File: config.mk
export PLATFORM = sky130hd
export DESIGN_NAME = escaped_run_length_expander_unit_flat
export DESIGN_NICKNAME = d
export VERILOG_FILES = /design/src/hdl/erle_pkg.sv /design/src/hdl/erle_in_if.sv /design/src/hdl/erle_out_if.sv /design/src/hdl/erle_count_unit.sv /design/src/hdl/erle_out_reg.sv /design/src/hdl/escaped_run_length_expander_unit.sv /design/src/flat_wrapper.sv
export SDC_FILE = /design/constraint.sdc
export NUM_CORES = 1
export LEC_CHECK = 0
export ABC_AREA = 1
export BUFFER_PORTS_ARGS = -buffer_cell sky130_fd_sc_hd__buf_2
export CORE_ASPECT_RATIO = 0.75
export CORE_UTILIZATION = 47
export DETAILED_ROUTE_END_ITERATION = 12
export GPL_TIMING_DRIVEN = 0
export HOLD_SLACK_MARGIN = 0.1
export SLEW_MARGIN = 5
export SYNTH_ARGS = -nofsm -noshare
export SYNTH_HDL_FRONTEND = slang
export SYNTH_SLANG_ARGS = --single-unit
export TNS_END_PERCENT = 30
File: constraint.sdc
create_clock -name clk -period 9.25 [get_ports clk]
set_input_delay 0.4625 -clock clk [delete_from_list [all_inputs] [get_ports clk]]
set_output_delay 0.4625 -clock clk [all_outputs]
set_load 0.02 [all_outputs]
File: src/hdl/erle_pkg.sv
// shared types, constants and digit helper for the escaped run-length expander
package erle_pkg;

  localparam int unsigned BYTE_W     = 8;
  localparam int unsigned COUNT_W    = 6;
  localparam int unsigned MAX_REPEAT = 63;

  localparam logic [BYTE_W-1:0] BACKSLASH  = 8'h5C;
  localparam logic [BYTE_W-1:0] ASCII_ZERO = 8'h30;
  localparam logic [BYTE_W-1:0] ASCII_NINE = 8'h39;

  typedef enum logic [1:0] {
    ST_IDLE,
    ST_DIGIT,
    ST_CLOSE,
    ST_HELD
  } erle_state_t;

  typedef enum logic [1:0] {
    DIG_HUND,
    DIG_TENS,
    DIG_ONES
  } erle_dpos_t;

  // one byte offered to the output register
  typedef struct packed {
    logic              valid;
    logic [BYTE_W-1:0] data;
    logic              last;
  } erle_emit_t;

  // decimal digit of a byte at a given position
  function automatic logic [3:0] escape_digit(input logic [BYTE_W-1:0] b,
                                              input erle_dpos_t pos);
    logic [1:0]  hund;
    logic [6:0]  rem;
    logic [14:0] prod;
    logic [3:0]  tens;
    logic [6:0]  ones;
    logic [3:0]  res;
    hund = (b >= 8'd200) ? 2'd2 : ((b >= 8'd100) ? 2'd1 : 2'd0);
    rem  = 7'(b - 8'(hund * 7'd100));
    prod = 15'(rem) * 15'd205;
    tens = prod[14:11];
    ones = 7'(rem - 7'(tens * 7'd10));
    unique case (pos)
      DIG_HUND: res = {2'b00, hund};
      DIG_TENS: res = tens;
      DIG_ONES: res = ones[3:0];
      default:  res = 4'd0;
    endcase
    return res;
  endfunction

endpackage

File: src/hdl/erle_in_if.sv
// request channel carrying source text bytes
interface erle_in_if
  import erle_pkg::*;
  ();
  logic              valid;
  logic              ready;
  logic [BYTE_W-1:0] in_byte;
  logic              in_last;

  modport source (output valid, output in_byte, output in_last, input ready);
  modport sink   (input valid, input in_byte, input in_last, output ready);
endinterface

File: src/hdl/erle_out_if.sv
// request channel carrying expanded text bytes
interface erle_out_if
  import erle_pkg::*;
  ();
  logic              valid;
  logic              ready;
  logic [BYTE_W-1:0] out_byte;
  logic              out_last;

  modport source (output valid, output out_byte, output out_last, input ready);
  modport sink   (input valid, input out_byte, input out_last, output ready);
endinterface

File: src/hdl/erle_count_unit.sv
// shared multiply-by-ten, add and saturate unit for digit runs
module erle_count_unit
  import erle_pkg::*;
#(
  parameter int unsigned MAX_RUN = MAX_REPEAT
) (
  input  logic               open_run,
  input  logic [COUNT_W-1:0] count,
  input  logic [3:0]         digit,
  output logic [COUNT_W-1:0] count_next
);

  logic [COUNT_W-1:0] base;
  logic [COUNT_W+3:0] sum;

  assign base = open_run ? count : '0;
  // x*10 as x*8 + x*2
  assign sum  = ({base, 3'b000} + {2'b00, base, 1'b0}) + (COUNT_W+4)'(digit);
  assign count_next = (sum > (COUNT_W+4)'(MAX_RUN)) ? COUNT_W'(MAX_RUN)
                                                    : sum[COUNT_W-1:0];

endmodule

File: src/hdl/erle_out_reg.sv
// output register between the sequencer and the expanded text channel
module erle_out_reg
  import erle_pkg::*;
(
  input  logic       clk,
  input  logic       rst,
  input  erle_emit_t emit,
  output logic       free,
  erle_out_if.source expanded
);

  logic              valid;
  logic [BYTE_W-1:0] data;
  logic              last;

  assign free = !valid || expanded.ready;

  always_ff @(posedge clk) begin
    if (rst) begin
      valid <= 1'b0;
    end else if (free) begin
      valid <= emit.valid;
    end
  end

  always_ff @(posedge clk) begin
    if (free && emit.valid) begin
      data <= emit.data;
      last <= emit.last;
    end
  end

  assign expanded.valid    = valid;
  assign expanded.out_byte = data;
  assign expanded.out_last = last;

endmodule

File: src/hdl/escaped_run_length_expander_unit.sv
// escaped run-length expander: sequencer around a shared count unit
// a backslash is taken while idle; each digit, literal or escaped, passes the digit state
// other bytes pass the close and held states, where bytes are emitted; a closing run too
// throughput: at most one expanded byte per cycle; a stalled output adds its stall cycles
// one request is taken at a time: ready is high only while the sequencer is idle
// rst is synchronous and active high; it clears the sequencer and all text state
module escaped_run_length_expander_unit
  import erle_pkg::*;
#(
  parameter int unsigned MAX_RUN = MAX_REPEAT
) (
  input  logic       clk,
  input  logic       rst,
  erle_in_if.sink    raw,
  erle_out_if.source expanded
);

  // sequencer state
  erle_state_t state, state_next;

  // text state kept between requests
  logic               escape_seen;
  logic               in_number;
  logic [COUNT_W-1:0] count_value;
  logic [BYTE_W-1:0]  last_digit;
  logic               held_valid;
  logic [BYTE_W-1:0]  held_char;

  // current request
  logic [BYTE_W-1:0]  cur_byte;
  logic               cur_last;
  logic               char_pending;  // a non-digit waits to become the held char
  logic               literal;       // digit run fed by a plain ascii digit
  erle_dpos_t         dpos;
  logic [COUNT_W-1:0] rep;           // repeats of the held char already sent

  logic               accept;
  logic               in_is_digit;
  logic [3:0]         digit_sel;
  logic [BYTE_W-1:0]  lit_val;
  logic [COUNT_W-1:0] count_next;
  logic [COUNT_W-1:0] rep_inc;
  erle_emit_t         emit;
  logic               free;
  logic               fire;
  erle_dpos_t         start_pos;

  assign raw.ready   = (state == ST_IDLE);
  assign accept      = raw.valid && raw.ready;
  assign in_is_digit = (raw.in_byte >= ASCII_ZERO) && (raw.in_byte <= ASCII_NINE);
  assign start_pos   = (raw.in_byte >= 8'd100) ? DIG_HUND :
                       ((raw.in_byte >= 8'd10) ? DIG_TENS : DIG_ONES);

  // digit fed to the count unit this cycle
  assign lit_val   = cur_byte - ASCII_ZERO;
  assign digit_sel = literal ? lit_val[3:0] : escape_digit(cur_byte, dpos);
  assign rep_inc   = rep + COUNT_W'(1);

  erle_count_unit #(
    .MAX_RUN (MAX_RUN)
  ) u_count (
    .open_run   (in_number),
    .count      (count_value),
    .digit      (digit_sel),
    .count_next (count_next)
  );

  // next state
  always_comb begin
    state_next = state;
    unique case (state)
      ST_IDLE: begin
        if (accept) begin
          if (escape_seen) begin
            state_next = ST_DIGIT;
          end else if ((raw.in_byte == BACKSLASH) && !raw.in_last) begin
            state_next = ST_IDLE;
          end else if (in_is_digit) begin
            state_next = ST_DIGIT;
          end else begin
            state_next = ST_CLOSE;
          end
        end
      end
      ST_DIGIT: begin
        if (dpos == DIG_ONES) begin
          state_next = cur_last ? ST_CLOSE : ST_IDLE;
        end
      end
      ST_CLOSE: begin
        // run fully applied once nothing more is offered
        if (!emit.valid) begin
          state_next = ST_HELD;
        end
      end
      ST_HELD: begin
        if (!held_valid && !(char_pending && cur_last)) begin
          state_next = ST_IDLE;
        end
      end
      default: state_next = ST_IDLE;
    endcase
  end

  // byte offered to the output register; last marks the final byte of a closing text
  always_comb begin
    emit = '0;
    unique case (state)
      ST_CLOSE: begin
        if (in_number && held_valid && (rep != count_value)) begin
          emit.valid = 1'b1;
          emit.data  = held_char;
          emit.last  = cur_last && !char_pending && (rep_inc == count_value);
        end else if (in_number && !held_valid) begin
          // run that opened the text: only its last digit goes out
          emit.valid = 1'b1;
          emit.data  = last_digit;
          emit.last  = cur_last && !char_pending;
        end
      end
      ST_HELD: begin
        if (held_valid) begin
          emit.valid = 1'b1;
          emit.data  = held_char;
          emit.last  = cur_last && !char_pending;
        end
      end
      default: emit = '0;
    endcase
  end

  assign fire = emit.valid && free;

  always_ff @(posedge clk) begin
    if (rst) begin
      state <= ST_IDLE;
    end else begin
      state <= state_next;
    end
  end

  // text state and request bookkeeping
  always_ff @(posedge clk) begin
    if (rst) begin
      escape_seen  <= 1'b0;
      in_number    <= 1'b0;
      count_value  <= '0;
      last_digit   <= '0;
      held_valid   <= 1'b0;
      held_char    <= '0;
      char_pending <= 1'b0;
      literal      <= 1'b0;
      dpos         <= DIG_ONES;
      rep          <= '0;
      cur_byte     <= '0;
      cur_last     <= 1'b0;
    end else begin
      unique case (state)
        ST_IDLE: begin
          if (accept) begin
            cur_byte <= raw.in_byte;
            cur_last <= raw.in_last;
            rep      <= '0;
            if (escape_seen) begin
              escape_seen <= 1'b0;
              literal     <= 1'b0;
              dpos        <= start_pos;
            end else if ((raw.in_byte == BACKSLASH) && !raw.in_last) begin
              escape_seen <= 1'b1;
            end else if (in_is_digit) begin
              literal <= 1'b1;
              dpos    <= DIG_ONES;
            end else begin
              char_pending <= 1'b1;
            end
          end
        end
        ST_DIGIT: begin
          // one digit through the shared unit per cycle
          in_number   <= 1'b1;
          count_value <= count_next;
          last_digit  <= ASCII_ZERO + BYTE_W'(digit_sel);
          unique case (dpos)
            DIG_HUND: dpos <= DIG_TENS;
            DIG_TENS: dpos <= DIG_ONES;
            default:  dpos <= DIG_ONES;
          endcase
        end
        ST_CLOSE: begin
          if (emit.valid) begin
            if (fire) begin
              if (held_valid) begin
                rep <= rep_inc;
              end else begin
                in_number <= 1'b0;
              end
            end
          end else begin
            // a run consumes the held char, whether repeated or deleted
            if (in_number) begin
              held_valid <= 1'b0;
            end
            in_number   <= 1'b0;
            count_value <= '0;
            rep         <= '0;
          end
        end
        ST_HELD: begin
          if (held_valid) begin
            if (fire) begin
              held_valid <= 1'b0;
            end
          end else if (char_pending) begin
            held_char    <= cur_byte;
            held_valid   <= 1'b1;
            char_pending <= 1'b0;
          end else if (cur_last) begin
            // text closed: text state back to its reset values
            escape_seen <= 1'b0;
            in_number   <= 1'b0;
            count_value <= '0;
            last_digit  <= '0;
            held_valid  <= 1'b0;
            held_char   <= '0;
            cur_last    <= 1'b0;
          end
        end
        default: ;
      endcase
    end
  end

  erle_out_reg u_out (
    .clk      (clk),
    .rst      (rst),
    .emit     (emit),
    .free     (free),
    .expanded (expanded)
  );

endmodule

File: src/flat_wrapper.sv
// flat-port wrapper written by rule: the top's interface ports become plain ports
module escaped_run_length_expander_unit_flat import erle_pkg::*;
#(
  parameter int unsigned MAX_RUN = MAX_REPEAT
)
  (clk, rst, raw_valid, raw_in_byte, raw_in_last, raw_ready, expanded_valid, expanded_out_byte, expanded_out_last, expanded_ready);
  erle_in_if raw_i ();
  erle_out_if expanded_i ();
  input  logic clk;
  input  logic rst;
  input wire logic [$bits(raw_i.valid)-1:0] raw_valid;
  input wire logic [$bits(raw_i.in_byte)-1:0] raw_in_byte;
  input wire logic [$bits(raw_i.in_last)-1:0] raw_in_last;
  output wire logic [$bits(raw_i.ready)-1:0] raw_ready;
  output wire logic [$bits(expanded_i.valid)-1:0] expanded_valid;
  output wire logic [$bits(expanded_i.out_byte)-1:0] expanded_out_byte;
  output wire logic [$bits(expanded_i.out_last)-1:0] expanded_out_last;
  input wire logic [$bits(expanded_i.ready)-1:0] expanded_ready;
  assign raw_i.valid = raw_valid;
  assign raw_i.in_byte = raw_in_byte;
  assign raw_i.in_last = raw_in_last;
  assign raw_ready = raw_i.ready;
  assign expanded_valid = expanded_i.valid;
  assign expanded_out_byte = expanded_i.out_byte;
  assign expanded_out_last = expanded_i.out_last;
  assign expanded_i.ready = expanded_ready;
  escaped_run_length_expander_unit #(.MAX_RUN(MAX_RUN)) u_core (.clk(clk), .rst(rst), .raw(raw_i), .expanded(expanded_i));
endmodule
Word level (Yosys, flattened, before mapping)
Index checks and enable logic that the tools add are counted.
- output and inout port bits: 11
- bits in registers: 56
- input bits: 13
- equal/unequal tests: 25
- reduce and logical (&&, ||, !) cells: 40
- bitwise logic cells: 1
- multiplexer cells: 71
- magnitude comparators: 7
- $mul: 3
- add/sub/neg operators: 7
- operators by type and width (operator ; count):
    two-way mux 6 bit ; 10
    two-way mux 2 bit ; 16
    two-way mux 8 bit ; 4
    two-way mux 10 bit ; 3
    two-way mux 1 bit ; 25
    AND reduction 4 bit ; 6
    one-hot mux 10 bit (2 select lines) ; 1
    one-hot mux 6 bit (3 select lines) ; 1
    greater-or-equal comparator 8 x 7 -> 1 bit (second input constant) ; 2
    one-hot mux 8 bit (2 select lines) ; 1
    multiplier 7 x 8 -> 15 bit (second input constant) ; 1
    != test 2 bit (second input constant) ; 7
    nonzero test 2 bit ; 7
    != test 3 bit (second input constant) ; 4
    one-hot mux 4 bit (3 select lines) ; 1
    one-hot mux 6 bit (2 select lines) ; 1
    AND reduction 6 bit ; 2
    logical AND 1 bit ; 11
    adder 10 x 4 -> 10 bit ; 1
    adder 9 x 7 -> 10 bit ; 1
    > comparator 10 x 6 -> 1 bit (second input constant) ; 1
    != test 2 x 1 -> 1 bit (second input constant) ; 5
    AND reduction 5 bit ; 2
    == test 8 x 7 -> 1 bit (second input constant) ; 1
    other kinds (28) ; 40

Logic depth before layout (Yosys ltp)
- depth in word-level cells: 14
- gate-level depth with buffers: 42
- mapped depth without buffers: 42

Cells and area by module
Synthesis repeated with hierarchy kept, for this count alone.
- cell total of the unflattened synthesis: 554
- area, all modules: 4199.0 sq um
- modules (own cells, without submodules) (module ; area an instance (sq um) ; instances ; cells an instance):
    escaped_run_length_expander_unit ; 3482.1 ; 1 ; 480
    erle_count_unit ; 399.1 ; 1 ; 59
    erle_out_reg ; 317.8 ; 1 ; 15

Worst setup path after synthesis
OpenSTA, ideal clock, no wires.
- path type: register to register
- start point: reg u_core.cur_byte[3]
- end point: reg u_core.count_value[0]
- setup slack: 1.921 ns
- arrival: 7.196 ns
- stages on the path, launching flop included: 42
- data required time: 9.118 ns
- cell sequence: dfxtp_1 inv_1 nand2_1 and3_1 nor2_1 ha_1 fa_1 nand2_1 a21oi_1 xnor2_1 ha_1 ha_1 fa_1 inv_1 fa_1 inv_1 ha_1 nand2_1 [... 6 more ...] inv_1 ha_1 fa_1 xnor2_1 inv_1 nand3_1 nand3_1 nand3_1 a31oi_1 fa_1 fa_1 nand2_1 inv_1 o21ai_0 a21o_1 nand4_1 a22oi_1 a21oi_1
- word-level cells in the longest chain between the ends: 14
- elaborated cells between the ends (all ways): 16
- classes of those cells: 4 x add/sub; 3 x mul; 3 x order compare; 6 x mux
- RTL lines (element ; line ; RTL):
    from (decl) ; escaped_run_length_expander_unit.sv:30 ; logic [BYTE_W-1:0] cur_byte;
    from (signal assigned) ; escaped_run_length_expander_unit.sv:161 ; cur_byte <= raw.in_byte;
    greater-or-equal comparator 8 x 7 -> 1 bit ; erle_pkg.sv:41 ; hund = (b >= 8'd200) ? 2'd2 : ((b >= 8'd100) ? 2'd1 : 2'd0);
    two-way mux 1 bit ; erle_pkg.sv:41 ;
    two-way mux 2 bit ; erle_pkg.sv:41 ;
    multiplier 2 x 5 -> 5 bit ; erle_pkg.sv:42 ; rem = 7'(b - 8'(hund * 7'd100));
    subtractor 7 bit ; erle_pkg.sv:42 ;
    multiplier 7 x 8 -> 15 bit ; erle_pkg.sv:43 ; prod = 15'(rem) * 15'd205;
    multiplier 4 x 3 -> 3 bit ; erle_pkg.sv:45 ; ones = 7'(rem - 7'(tens * 7'd10));
    subtractor 4 bit ; erle_pkg.sv:45 ;
    one-hot mux 4 bit (3 select lines) ; erle_pkg.sv:46 ; unique case (pos)
    two-way mux 4 bit * ; escaped_run_length_expander_unit.sv:56 ; assign digit_sel = literal ? lit_val[3:0] : escape_digit(cur_byte, dpos);
    adder 10 x 4 -> 10 bit * ; erle_count_unit.sv:18 ; assign sum = ({base, 3'b000} + {2'b00, base, 1'b0}) + (COUNT_W+4)'(digit);
    > comparator 10 x 6 -> 1 bit ; erle_count_unit.sv:19 ; assign count_next = (sum > (COUNT_W+4)'(MAX_RUN)) ? COUNT_W'(MAX_RUN)
    two-way mux 6 bit * ; erle_count_unit.sv:19 ;
    one-hot mux 6 bit (3 select lines) * ; escaped_run_length_expander_unit.sv:158 ; unique case (state)
    to (signal assigned) ; escaped_run_length_expander_unit.sv:181 ; count_value <= count_next;
    to (decl) ; escaped_run_length_expander_unit.sv:24 ; logic [COUNT_W-1:0] count_value;
Mark *: on every way between the ends. The rest lies on a longest branch, timed or not.
A chain may end at the register's enable or synchronous reset.

Final worst setup path
- start point: reg u_core.cur_byte[3]
- end point: reg u_core.count_value[2]
Same word-level chain as after synthesis.

==> run summary <==
Critical path buffer and inverter count - 7
Setup Fix Bufs, Post-CTS - 0
Port Buffer Count - 23
LEAKAGE - 2.17 nW
Synth top area cells - dfxtp_1, ha_1, nand2_1
Core box area - 8090 um^2
Main combinational cell family by area after synthesis - adder cells
Hold_buf cts - 0
I/O pin total - 24
Drt pass-1 iters - 5
Die span in x - 109 um
Simple-Gate Fraction of Synth Area - 21.3%
Yosys cell types - 43
Root Buffer - clkbuf_16
Site Rows - 28
Routed Antenna Nets - 0
TritonCTS buffer count - 5
Initial DRC count - 258
Most used cell, CP - nand2_1
Complex-gate fraction of the synthesized area - 16.2%
Post-CTS Resized - 0
Syn_area_per_cell - 7.62 um^2
Crit start category - flip-flop
CTS Buffer Depth - 2
Global-route wire length before repair - 16.5 mm
Top-count cell post-synth - nand2_1
CP required - 9.41 ns
Worst clock skew - 0.00683 ns
Biggest area consumer among synthesized cells - dfxtp_1
Critical path endpoint category - flip-flop
Fin crit share - 90.1%
Adder-cell share of the synthesized area - 21.4%
Syn. warnings - 0
H-tree depth - 2
Wirelength per Cell - 15.2 um
NumNets Final - 635
Die area - 8970 um^2
Max Freq - 120 MHz
Setup_tns - 0 ns
Pwr Total - 1.43 mW
Worst Hold Class - input port to flip-flop
Mux cell area share after synthesis - 0%
Syn Nets - 605
Overflow after GRT - 0
Crit-path slowest cell - fa_1
Pwr dens - 321 nW/um^2
Main synth FF type - dfxtp_1
Hold Fails Final Rpt - 0
Cells after synthesis - 530
WP data arrival - 8.50 ns
All-layer global routing usage - 24.4%
Max_cap viols - 0
Synth cell count leaders - nand2_1, inv_1, a21oi_1, ha_1, nor2_1
CP top delay family - adder cells
Status - complete, no violations
Post-synthesis xor/xnor area fraction - 4.12%
Ys async rst share - 0%
Residual DRC - 0
Initial antenna violation count - 0
Least-Margin Pin Slew - 0.903 ns
Fin crit period - 8.34 ns
Slew HR - 39.3%
Fill count - 808
Hold WS - 0.448 ns
Maximum vdd drop - 0.179 mV
Post-DP Area - 4290 um^2
Seq/Total Area, Yosys - 28.5%
Initial Util - 49.9%
Final slew viol count - 0
Design area - 4450 um^2
Yosys reg bits - 53
CP Max Fanout - 6
Delay of the slowest critical-path stage - 0.55 ns
Via count - 3,669
Synth-to-Final Area Change - 10.3%
Synth Cell Area - 4040 um^2
Largest net degree at the start of global routing - 17
Worst skew pair latency - 0.30 ns
Share of the synthesized area in the top cell type - 21.8%
Final Wtd Congestion - 0.853
Vias per cell - 5.51
Die H - 82.3 um
Vias in the first global route - 3,357
Ant. Diodes - 0
Crit Path Class - flip-flop to flip-flop
DP HPWL - 8.12 mm
RSZ-0062 raised after global routing - no
Final wirelength - 10.1 mm
Number of synthesized flops with an enable pin - 9
TritonCTS clock tree - yes
Layout Utilization - 55.0%
Layout cells sized above 1 - 8.02%
Final setup violation count - 0
CTS sink cnt - 53
Clock transition at path regs - 0.07 ns
[logic make-up (layout without fill, tap and decap cells)]
logic type / count (synthesis) / after routing
and+or+nand+nor: 195 / 195
AOI/OAI and AO/OA: 114 / 114
buffers and inverters: 87 / 118
adders and majority gates: 62 / 62
DFF: 53 / 53
xor gates and xnor gates: 19 / 19
[flip-flops by register name (all words and copies together), names as in the netlist, 2 cells and up]
name / flops
u_core.u_out.expanded.out_byte: 8
u_core.state: 2
u_core.count_value: 6
u_core.cur_byte: 8
u_core.dpos: 2
u_core.last_digit: 5
u_core.rep: 6
u_core.held_char: 8
[where the power goes]
| group | switching [mW] | total (mW) | internal, mW |
|---|---|---|---|
| Clock | 0.0878 | 0.216 | 0.129 |
| Sequential | 0.0171 | 0.268 | 0.251 |
| Combinational | 0.571 | 0.944 | 0.374 |
[area by class of cell]
class                      count  area, um^2  share of cell area, %
buffer                        10        48.8                   1.10
sequential                    53        1150                   25.8
clock inverter                 2        38.8                  0.871
timing repair buffer          23         115                   2.58
multi-input combinational    390        2550                   57.3
clock buffer                   6         129                   2.89
tap                          105         131                   2.95
inverter                      77         289                   6.49
[worst register-to-register path: cells and delay by family, from the launching register on]
kind                       cells  cell delay (ns)
buffers and inverters          7             0.49
AOI/OAI and AO/OA              6             0.90
and+or+nand+nor               15             1.64
xor gates and xnor gates       2             0.62
adders and majority gates     11             4.15
DFF                            1             0.44
[final timing paths]
check	start	end	slack (ns)	cells past startpoint
min	raw_in_byte[6]	u_core.cur_byte[6]	0.45	3
max	u_core.cur_byte[3]	u_core.count_value[2]	0.91	41
max reg2reg	u_core.cur_byte[3]	u_core.count_value[2]	0.91	41
min reg2reg	u_core.held_char[0]	u_core.held_char[0]	0.47	2
[metrics by stage]
stage / worst slack (ns) / std cells
after CTS: 0.923 / 666
after floorplan: 1.92 / 530
after global placement: 1.04 / 658
final: 0.913 / 666
after detailed placement: 1.01 / 658
after global routing: 0.215 / 666
[layer usage]
layer  track usage [%]  vias to the layer above  wire length [um]
li1                  -                     1828                 -
met1              37.4                     1721              5250
met2              35.1                      110              4040
met3              4.87                       10               737
met4              3.92                        0                74
met5                 0                        -                 0
[cell usage in the layout, fill, tap and decap left out, drive strengths merged, types with 2 or more instances in the layout]
cell / instances
a211oi: 2
a21oi: 51
a31oi: 4
a32o: 4
buf: 25
clkbuf: 14
dfxtp: 44
edfxtp: 9
fa: 12
ha: 50
inv: 77
nand2: 102
nand3: 22
nand4: 9
nor2: 51
nor3: 7
o211ai: 4
o21a: 3
o21ai: 37
or2: 2
xnor2: 7
xor2: 12
No activity file was read; power rests on OpenSTA's default activity.
